**src/hdl/rrs_pkg.sv**
```systemverilog
// ----------------------------------------------------------------------------
// rrs_pkg
// Shared types, constants and helpers of the round-robin scheduler.
// ----------------------------------------------------------------------------
package rrs_pkg;

  localparam int unsigned QueueDepthDefault = 16;

  typedef enum logic [2:0] {
    EV_START  = 3'd0,
    EV_RESUME = 3'd1,
    EV_STOP   = 3'd2,
    EV_FINISH = 3'd3,
    EV_REJECT = 3'd4
  } ev_kind_e;

  typedef struct packed {
    logic [7:0]  id;
    logic [15:0] burst;
    logic [15:0] arrival;
    logic [15:0] remaining;
  } task_t;

  typedef struct packed {
    logic exec;
    logic disp;
  } rrs_cmd_t;

  typedef struct packed {
    logic slot_free;
    logic need_disp;
  } rrs_stat_t;

  // now - arrival - (burst - remaining), clamped at 0
  function automatic logic [15:0] wait_of(task_t t, logic [15:0] now);
    logic signed [17:0] v;
    v = $signed({2'b00, now}) - $signed({2'b00, t.arrival})
      - $signed({2'b00, t.burst}) + $signed({2'b00, t.remaining});
    return v[17] ? 16'd0 : v[15:0];
  endfunction

  // now - arrival, clamped at 0
  function automatic logic [15:0] turnaround_of(task_t t, logic [15:0] now);
    logic signed [16:0] v;
    v = $signed({1'b0, now}) - $signed({1'b0, t.arrival});
    return v[16] ? 16'd0 : v[15:0];
  endfunction

endpackage

```
**src/hdl/rrs_ctrl.sv**
```systemverilog
// ----------------------------------------------------------------------------
// rrs_ctrl
// Sequencer: runs an item, then a dispatch state when needed.
// ----------------------------------------------------------------------------
module rrs_ctrl (
  input  logic               clk_i,
  input  logic               rst_ni,
  input  logic               in_valid_i,
  output logic               in_stall_o,
  input  rrs_pkg::rrs_stat_t stat_i,
  output rrs_pkg::rrs_cmd_t  cmd_o
);
  import rrs_pkg::*;

  typedef enum logic {
    ST_IDLE,
    ST_DISP
  } state_e;

  state_e state_q;
  state_e state_d;

  always_comb begin
    cmd_o      = '0;
    state_d    = state_q;
    in_stall_o = 1'b1;
    unique case (state_q)
      ST_IDLE: begin
        in_stall_o = !stat_i.slot_free;
        cmd_o.exec = in_valid_i && stat_i.slot_free;
        if (cmd_o.exec && stat_i.need_disp) begin
          state_d = ST_DISP;
        end
      end
      ST_DISP: begin
        cmd_o.disp = stat_i.slot_free;
        if (stat_i.slot_free) begin
          state_d = ST_IDLE;
        end
      end
      default: state_d = ST_IDLE;
    endcase
  end

  always_ff @(posedge clk_i or negedge rst_ni) begin
    if (!rst_ni) begin
      state_q <= ST_IDLE;
    end else begin
      state_q <= state_d;
    end
  end

endmodule

```
**src/hdl/rrs_datapath.sv**
```systemverilog
// ----------------------------------------------------------------------------
// rrs_datapath
// Ready queue memory, running task, counters and the result register.
// ----------------------------------------------------------------------------
module rrs_datapath #(
  parameter int unsigned QUEUE_DEPTH = rrs_pkg::QueueDepthDefault
) (
  input  logic               clk_i,
  input  logic               rst_ni,
  input  rrs_pkg::rrs_cmd_t  cmd_i,
  output rrs_pkg::rrs_stat_t stat_o,
  input  logic               cfg_we_i,
  input  logic [7:0]         cfg_wdata_i,
  input  logic               op_i,
  input  logic [7:0]         task_id_i,
  input  logic [15:0]        burst_length_i,
  input  logic [15:0]        arrival_stamp_i,
  output logic               out_valid_o,
  input  logic               out_stall_i,
  output logic [2:0]         event_kind_o,
  output logic [7:0]         event_task_o,
  output logic [15:0]        event_time_o,
  output logic [15:0]        task_remaining_o,
  output logic [15:0]        task_waiting_o,
  output logic [15:0]        task_turnaround_o,
  output logic [15:0]        idle_total_o,
  output logic               last_event_o
);
  import rrs_pkg::*;

  localparam int unsigned PW = (QUEUE_DEPTH > 1) ? $clog2(QUEUE_DEPTH) : 1;
  localparam int unsigned CW = $clog2(QUEUE_DEPTH + 1);

  task_t           mem [QUEUE_DEPTH];
  task_t           rd_q;

  logic [7:0]      time_slice_q;
  logic [15:0]     time_q, time_d;
  logic [15:0]     idle_q, idle_d;
  logic            run_valid_q, run_valid_d;
  task_t           run_q, run_d;
  logic [7:0]      slice_q, slice_d;
  logic [PW-1:0]   head_q, head_d;
  logic [PW-1:0]   tail_q, tail_d;
  logic [CW-1:0]   count_q, count_d;
  logic            requeue_q, requeue_d;

  logic            out_valid_q;
  ev_kind_e        ev_kind_q, ev_kind;
  task_t           ev_task_q, ev_task;
  logic [15:0]     ev_time_q;
  logic [15:0]     ev_wait_q, ev_wait;
  logic [15:0]     ev_ta_q, ev_ta;
  logic [15:0]     ev_idle_q;
  logic            ev_last_q, ev_last;
  logic            emit;

  logic            mem_we;
  task_t           mem_wdata;

  task_t           in_task;
  task_t           run_tick;
  task_t           disp_src;
  logic [15:0]     time_inc;
  logic [15:0]     rem_dec;
  logic [7:0]      limit;
  logic [7:0]      slice_inc;
  logic [7:0]      slice_tick;
  logic            expire;
  logic            finish;
  logic            full;
  logic            q_empty;
  logic            slot_free;

  function automatic logic [PW-1:0] ptr_inc(logic [PW-1:0] p);
    return (p == PW'(QUEUE_DEPTH - 1)) ? '0 : p + 1'b1;
  endfunction

  assign in_task   = '{id: task_id_i, burst: burst_length_i,
                       arrival: arrival_stamp_i, remaining: burst_length_i};
  assign full      = (count_q == CW'(QUEUE_DEPTH));
  assign q_empty   = (count_q == '0);
  assign time_inc  = time_q + 16'd1;
  assign rem_dec   = (run_q.remaining == 16'd0) ? 16'd0 : run_q.remaining - 16'd1;
  assign limit     = (time_slice_q == 8'd0) ? 8'd1 : time_slice_q;
  assign slice_inc = (slice_q == 8'hFF) ? slice_q : slice_q + 8'd1;
  assign finish    = (rem_dec == 16'd0);
  assign slice_tick = finish ? limit : slice_inc;
  assign expire    = run_valid_q && (slice_tick >= limit);
  assign slot_free = !out_valid_q || !out_stall_i;
  assign disp_src  = q_empty ? run_q : rd_q;

  always_comb begin
    run_tick           = run_q;
    run_tick.remaining = rem_dec;
  end

  assign stat_o.slot_free = slot_free;
  assign stat_o.need_disp = !op_i && expire && (!finish || !q_empty);

  always_comb begin
    time_d      = time_q;
    idle_d      = idle_q;
    run_valid_d = run_valid_q;
    run_d       = run_q;
    slice_d     = slice_q;
    head_d      = head_q;
    tail_d      = tail_q;
    count_d     = count_q;
    requeue_d   = requeue_q;
    emit        = 1'b0;
    ev_kind     = EV_STOP;
    ev_task     = run_q;
    ev_wait     = 16'd0;
    ev_ta       = 16'd0;
    ev_last     = 1'b1;
    mem_we      = 1'b0;
    mem_wdata   = run_q;

    if (cmd_i.exec) begin
      if (op_i) begin
        if (full) begin
          emit    = 1'b1;
          ev_kind = EV_REJECT;
          ev_task = in_task;
        end else if (run_valid_q) begin
          mem_we    = 1'b1;
          mem_wdata = in_task;
          tail_d    = ptr_inc(tail_q);
          count_d   = count_q + 1'b1;
        end else begin
          run_valid_d = 1'b1;
          run_d       = in_task;
          slice_d     = 8'd0;
          emit        = 1'b1;
          ev_kind     = EV_START;
          ev_task     = in_task;
          ev_wait     = wait_of(in_task, time_q);
        end
      end else begin
        time_d = time_inc;
        if (!run_valid_q) begin
          idle_d  = (idle_q == 16'hFFFF) ? idle_q : idle_q + 16'd1;
          slice_d = time_slice_q;
        end else begin
          run_d   = run_tick;
          slice_d = slice_tick;
          if (expire) begin
            emit      = 1'b1;
            ev_kind   = finish ? EV_FINISH : EV_STOP;
            ev_task   = run_tick;
            ev_wait   = wait_of(run_tick, time_inc);
            ev_ta     = finish ? turnaround_of(run_tick, time_inc) : 16'd0;
            ev_last   = finish && q_empty;
            requeue_d = !finish;
            if (finish && q_empty) begin
              run_valid_d = 1'b0;
              slice_d     = time_slice_q;
            end
          end
        end
      end
    end else if (cmd_i.disp) begin
      if (!q_empty) begin
        head_d = ptr_inc(head_q);
        if (requeue_q) begin
          mem_we = 1'b1;
          tail_d = ptr_inc(tail_q);
        end else begin
          count_d = count_q - 1'b1;
        end
      end
      run_valid_d = 1'b1;
      run_d       = disp_src;
      slice_d     = 8'd0;
      emit        = 1'b1;
      ev_kind     = (disp_src.remaining == disp_src.burst) ? EV_START : EV_RESUME;
      ev_task     = disp_src;
      ev_wait     = wait_of(disp_src, time_q);
    end
  end

  always_ff @(posedge clk_i or negedge rst_ni) begin
    if (!rst_ni) begin
      time_slice_q <= 8'd1;
      time_q       <= '0;
      idle_q       <= '0;
      run_valid_q  <= 1'b0;
      run_q        <= '0;
      slice_q      <= 8'd1;
      head_q       <= '0;
      tail_q       <= '0;
      count_q      <= '0;
      requeue_q    <= 1'b0;
      out_valid_q  <= 1'b0;
    end else begin
      if (cfg_we_i) begin
        time_slice_q <= cfg_wdata_i;
      end
      time_q      <= time_d;
      idle_q      <= idle_d;
      run_valid_q <= run_valid_d;
      run_q       <= run_d;
      slice_q     <= slice_d;
      head_q      <= head_d;
      tail_q      <= tail_d;
      count_q     <= count_d;
      requeue_q   <= requeue_d;
      if (emit) begin
        out_valid_q <= 1'b1;
      end else if (!out_stall_i) begin
        out_valid_q <= 1'b0;
      end
    end
  end

  always_ff @(posedge clk_i) begin
    if (emit) begin
      ev_kind_q <= ev_kind;
      ev_task_q <= ev_task;
      ev_time_q <= time_d;
      ev_wait_q <= ev_wait;
      ev_ta_q   <= ev_ta;
      ev_idle_q <= idle_d;
      ev_last_q <= ev_last;
    end
  end

  always_ff @(posedge clk_i) begin
    if (mem_we) begin
      mem[tail_q] <= mem_wdata;
    end
    if (cmd_i.exec) begin
      rd_q <= mem[head_q];
    end
  end

  assign out_valid_o       = out_valid_q;
  assign event_kind_o      = ev_kind_q;
  assign event_task_o      = ev_task_q.id;
  assign event_time_o      = ev_time_q;
  assign task_remaining_o  = ev_task_q.remaining;
  assign task_waiting_o    = ev_wait_q;
  assign task_turnaround_o = ev_ta_q;
  assign idle_total_o      = ev_idle_q;
  assign last_event_o      = ev_last_q;

  a_count_bound: assert property (@(posedge clk_i) disable iff (!rst_ni)
    count_q <= CW'(QUEUE_DEPTH))
    else $error("ready queue count beyond depth");

  a_idle_empty: assert property (@(posedge clk_i) disable iff (!rst_ni)
    !run_valid_q |-> q_empty)
    else $error("tasks queued with nothing running");

  a_ptr_empty: assert property (@(posedge clk_i) disable iff (!rst_ni)
    q_empty |-> (head_q == tail_q))
    else $error("queue pointers disagree with count");

  a_no_overwrite: assert property (@(posedge clk_i) disable iff (!rst_ni)
    emit |-> slot_free)
    else $error("result register overwritten while stalled");

  a_disp_source: assert property (@(posedge clk_i) disable iff (!rst_ni)
    (cmd_i.disp && q_empty) |-> (requeue_q && run_valid_q))
    else $error("dispatch with no task to run");

endmodule

```
**src/hdl/round_robin_scheduler.sv**
```systemverilog
// ----------------------------------------------------------------------------
// round_robin_scheduler
// Round-robin task scheduler with a fixed time slice.
// ----------------------------------------------------------------------------
// Input channel (in_valid_i / in_stall_o): one item is a tick (op_i = 0) or a
// task arrival (op_i = 1). Output channel (out_valid_o / out_stall_i): event
// items; last_event_o marks the final event caused by an input item.
// An item is taken when the result register is free; its first event shows on
// the output in the next cycle. A tick that ends a slice or a task and
// dispatches the next one then goes to a dispatch state for the dispatch event,
// whose queue entry comes from a registered read of the ready queue memory; no
// new item is taken until that dispatch event is issued.
// time_slice is written through cfg_we_i / cfg_wdata_i; the user must write it
// only while the block is idle, as the block does not enforce this; 0 acts as 1.
// Reset empties the queue, clears time and idle counters and sets the time
// slice to 1. While the receiver stalls, the pending event is held and no new
// item is taken.
// ----------------------------------------------------------------------------
module round_robin_scheduler #(
  parameter int unsigned QUEUE_DEPTH = rrs_pkg::QueueDepthDefault
) (
  input  logic        clk_i,
  input  logic        rst_ni,
  input  logic        cfg_we_i,
  input  logic [7:0]  cfg_wdata_i,
  input  logic        in_valid_i,
  output logic        in_stall_o,
  input  logic        op_i,
  input  logic [7:0]  task_id_i,
  input  logic [15:0] burst_length_i,
  input  logic [15:0] arrival_stamp_i,
  output logic        out_valid_o,
  input  logic        out_stall_i,
  output logic [2:0]  event_kind_o,
  output logic [7:0]  event_task_o,
  output logic [15:0] event_time_o,
  output logic [15:0] task_remaining_o,
  output logic [15:0] task_waiting_o,
  output logic [15:0] task_turnaround_o,
  output logic [15:0] idle_total_o,
  output logic        last_event_o
);
  import rrs_pkg::*;

  rrs_cmd_t  cmd;
  rrs_stat_t stat;

  rrs_ctrl u_ctrl (
    .clk_i      (clk_i),
    .rst_ni     (rst_ni),
    .in_valid_i (in_valid_i),
    .in_stall_o (in_stall_o),
    .stat_i     (stat),
    .cmd_o      (cmd)
  );

  rrs_datapath #(
    .QUEUE_DEPTH (QUEUE_DEPTH)
  ) u_datapath (
    .clk_i             (clk_i),
    .rst_ni            (rst_ni),
    .cmd_i             (cmd),
    .stat_o            (stat),
    .cfg_we_i          (cfg_we_i),
    .cfg_wdata_i       (cfg_wdata_i),
    .op_i              (op_i),
    .task_id_i         (task_id_i),
    .burst_length_i    (burst_length_i),
    .arrival_stamp_i   (arrival_stamp_i),
    .out_valid_o       (out_valid_o),
    .out_stall_i       (out_stall_i),
    .event_kind_o      (event_kind_o),
    .event_task_o      (event_task_o),
    .event_time_o      (event_time_o),
    .task_remaining_o  (task_remaining_o),
    .task_waiting_o    (task_waiting_o),
    .task_turnaround_o (task_turnaround_o),
    .idle_total_o      (idle_total_o),
    .last_event_o      (last_event_o)
  );

endmodule

```
**config.mk**
```make
export PLATFORM = sky130hd
export DESIGN_NAME = round_robin_scheduler
export DESIGN_NICKNAME = d
export VERILOG_FILES = /design/src/hdl/rrs_pkg.sv /design/src/hdl/rrs_ctrl.sv /design/src/hdl/rrs_datapath.sv /design/src/hdl/round_robin_scheduler.sv
export SDC_FILE = /design/constraint.sdc
export NUM_CORES = 2
export LEC_CHECK = 0
export CAP_MARGIN = 10
export CORE_AREA = 3 3 298 329
export CTS_CLUSTER_DIAMETER = 30
export DETAILED_ROUTE_END_ITERATION = 8
export DIE_AREA = 0 0 301 332
export DONT_BUFFER_PORTS = 1
export MAX_ROUTING_LAYER = met4
export PLACE_DENSITY = 0.74
export RECOVER_POWER = 25
export SYNTH_ARGS = -nofsm -noshare
export SYNTH_HDL_FRONTEND = slang
export SYNTH_SLANG_ARGS = --single-unit
```
**constraint.sdc**
```tcl
create_clock -name clk_i -period 6.4 [get_ports clk_i]
set_input_delay 1.28 -clock clk_i [delete_from_list [all_inputs] [get_ports clk_i]]
set_output_delay 1.28 -clock clk_i [all_outputs]
set_load 0.02 [all_outputs]
```
==> metrics.md <==
| Metric | Value |
|---|---|
| Sequential cell area fraction in the yosys report | 65.0% |
| Worst r2r src | u_datapath.time_q[1] |
| Critical Path RT | 7.00 ns |
| Placed insts | 4867 |
| Synthesis-stage register bit count | 1165 |
| Initial antenna violation count | 1 |
| # clock sinks | 1165 |
| Post-synth cell types | 82 |
| RSZ-0062 raised after global routing | false |
| Post-Route Setup TNS | 0 ns |
| Mean area per synthesized cell | 14.4 um^2 |
| Drt initial violations | 3625 |
| Clock buffer count from CTS | 177 |
| CP arrival | 6.66 ns |
| Post-synth top flop | edfxtp_1 |
| Die area | 99900 um^2 |
| Most frequent cells in the layout | edfxtp_1, nand2_1, o21ai_0 |
| Die Ht | 332 um |
| Hold Slack | 0.217 ns |
| Per-cell routed wire length | 27.8 um |
| Setup Crit Path Kind | flip-flop to flip-flop |
| Filler instances | 6549 |
| Int Power | 19.7 mW |
| CTS tree | done |
| RR Endpoint | u_datapath.task_waiting_o[15] |
| Non-Filler Instances | 5196 |
| Starting Density | 56.0% |
| Residual DRC | 0 |
| Vias in the first global route | 33200 |
| Reg power frac | 32.0% |
| Final setup fails | 0 |
| Yosys Warn Count | 0 |
| Area delta synth->final | 15.5% |
| Sw frac | 35.5% |
| Port Buf Inserts | 0 |
| Clock Tree Buf Depth | 3 |
| Commonest non-fill, non-tap cell in the layout | edfxtp_1 |
| Synth Cell Area | 52900 um^2 |
| Number of max-cap violations | 7 |
| Peak VDD IR | 0.000843 V |
| Vias/cell | 6.40 |
| Worst-path clk slew | 0.05 ns |
| Share of cells above drive strength 1 | 15.6% |
| I/O pins | 148 |
| Outcome | finished with violations |
| Final Hold Viols | 0 |
| H-tree depth | 4 |
| Post-route antenna net violation count | 0 |
| Pwr dens | 501 nW/um^2 |
| RePlAce Congestion | 0.975 |
| Gr ovfl total | 0 |
| LEAKAGE | 22.1 nW |
| N_diodes | 0 |
| Root Driver | clkbuf_16 |
| Largest net degree at the start of global routing | 122 |
| Die width | 301 um |
| Layout Nets | 4003 |
| Slew margin rel. | -109% |
| Fin crit share | 94.7% |
| Via count | 33300 |
| Clk network pwr share | 32.2% |
| Worst setup startpoint | u_datapath.time_q[1] |
| Slew Viols, Final | 332 |
| Crit path time final | 6.06 ns |
| First-pass iteration count of the detailed router | 6 |
| Combinational share of power | 35.8% |
| Failing checks | capacitance limit, slew limit |
| R2R Setup Slk | 0.34 ns |
| Synth Instances | 3684 |
| Fmax | 165 MHz |
| First-pass GRT wire length | 214000 um |
| Reg2Reg Depth | 19 |
| Least-Margin Pin Slew | 3.13 ns |
| Worst-skew pair later-pin latency | 0.76 ns |
| CP max FO | 15 |
| Post-synth EDFFs | 1044 |
| Asr flop ratio synth | 10.4% |
| Num rows | 118 |
| Startpoint types | flip-flop |
| Syn Nets | 3898 |
| GRT Total Usage | 29.8% |
| Post-Route WL | 145000 um |
| Layout Skew | 0.0249 ns |
| NetSw | 10.9 mW |
| Cts hold-fix bufs | 0 |
| Dpl hpwl | 87500 um |
| Critical path capture point type | flip-flop |
| Hold Path Class | primary input to asynchronous set/reset pin |
| Core area | 94500 um^2 |
==> state kept, by name (all words and copies together) (netlist names), 16 cells and up, named ones only <==
register / cells
u_datapath.task_waiting_o: 16
u_datapath.task_turnaround_o: 16
u_datapath.task_remaining_o: 16
u_datapath.rd_q: 56
u_datapath.run_q: 24
u_datapath.idle_q: 16
u_datapath.time_q: 16
u_datapath.mem: 896
u_datapath.event_time_o: 16
u_datapath.idle_total_o: 16
==> metal layers <==
layer	up-vias	share of wire, %	GRT usage, %
met1	16600	38	38.2
met5	-	0	-
met2	1827	49	46.6
met4	0	4.4	13.7
li1	14400	-	-
met3	363	9.1	5.38
==> Yosys cell counts (all sizes together), types with 9 or more instances <==
master	instances	area (um^2)
nand4	14	87.6
o221ai	26	228
xnor2	87	762
edfxtp	1044	31400
nand2b	12	75.1
o21ai	271	1360
mux4	112	2520
fa	36	721
or3	10	62.6
o21bai	10	75.1
mux2	63	713
buf	39	168
a22oi	76	571
a21o	23	173
a22o	9	78.8
inv	122	458
nor3	39	200
nor2b	17	106
xor2	63	552
nand2	341	1280
nor4	11	68.8
a21oi	192	961
a31oi	12	75.1
nand3	33	165
a221oi	57	499
a211oi	11	82.6
mux2i	255	2560
clkbuf	144	541
and3	31	194
nor2	155	584
dfrtp	119	2980
o21a	19	143
ha	124	1550
==> stage by stage <==
step | worst slack, ns | total power, mW | cell area [um^2] | utilization [%]
2_1_floorplan | 0.147 | 17.1 | 52900 | -
3_3_place_gp | 0.0316 | 20.5 | 55000 | 58.2
3_5_place_dp | 0.0145 | 20.6 | 55000 | 58.2
4_1_cts | 0.132 | 30.4 | 61200 | 64.7
5_1_grt | 0.00573 | 31.9 | 61100 | 64.6
6_report | 0.338 | 30.6 | 61100 | 64.6
==> cell families after synthesis <==
group / count (synthesis) / share of synthesized area (%)
flops: 1165 / 65.0
compound gates: 771 / 9.14
simple gates: 702 / 5.91
mux: 430 / 11.0
buf+inv: 306 / 2.21
fa+ha+maj: 160 / 4.30
xor+xnor: 150 / 2.48
==> power groups by stage <==
stage	clock network (mW)	logic [mW]	registers, mW
floorplan	0	7.60	9.54
global placement	0	10.6	9.88
detailed placement	0	10.7	9.90
CTS	9.95	10.7	9.76
global route	10.3	11.8	9.82
finish	9.86	11.0	9.78
==> layout make-up <==
| type | instances | area (um^2) | area share, % |
|---|---|---|---|
| clock buffer | 197 | 4610 | 7.54 |
| tap | 1260 | 1580 | 2.58 |
| multi-input combinational | 2213 | 17500 | 28.7 |
| clock inverter | 129 | 1570 | 2.57 |
| inverter | 123 | 463 | 0.758 |
| sequential | 1165 | 34400 | 56.3 |
| timing repair buffer | 109 | 956 | 1.56 |
==> worst max path at each step <==
| stage | end | slack (ns) |
|---|---|---|
| 2_1_floorplan | u_datapath.task_waiting_o[10] | 0.15 |
| 3_3_place_gp | u_datapath.task_waiting_o[4] | 0.03 |
| 3_5_place_dp | u_datapath.task_waiting_o[4] | 0.01 |
| 4_1_cts | u_datapath.task_waiting_o[4] | 0.13 |
| 5_1_grt | u_datapath.rd_q[52] | 0.006 |
| 6_report | u_datapath.task_waiting_o[15] | 0.34 |
==> worst max-delay path, cell delays in order (launching register included) <==
cell and delay [ns]:
dfrtp_1 0.51, ha_1 0.26, and3_1 0.21, and3_1 0.22, xor2_1 0.15, ha_1 0.22
or3_1 0.44, o21ai_0 0.33, o21ai_0 0.15, xnor2_1 0.52, fa_1 0.52, ha_1 0.36
nand2_1 0.11, nor4_1 0.46, nor3_1 0.14, or4_1 0.49, a21oi_1 0.29, buf_4 0.28
o31ai_1 0.13, o211ai_1 0.10
==> repair_timing <==
| item | in CTS | in global routing |
|---|---|---|
| setup buffers | 0 | 3 |
| pin swaps | 0 | 0 |
| resized for setup | 1 | 4 |
| endpoints found under the setup margin | 4 | 15 |
(Power assumes the default switching activity.)
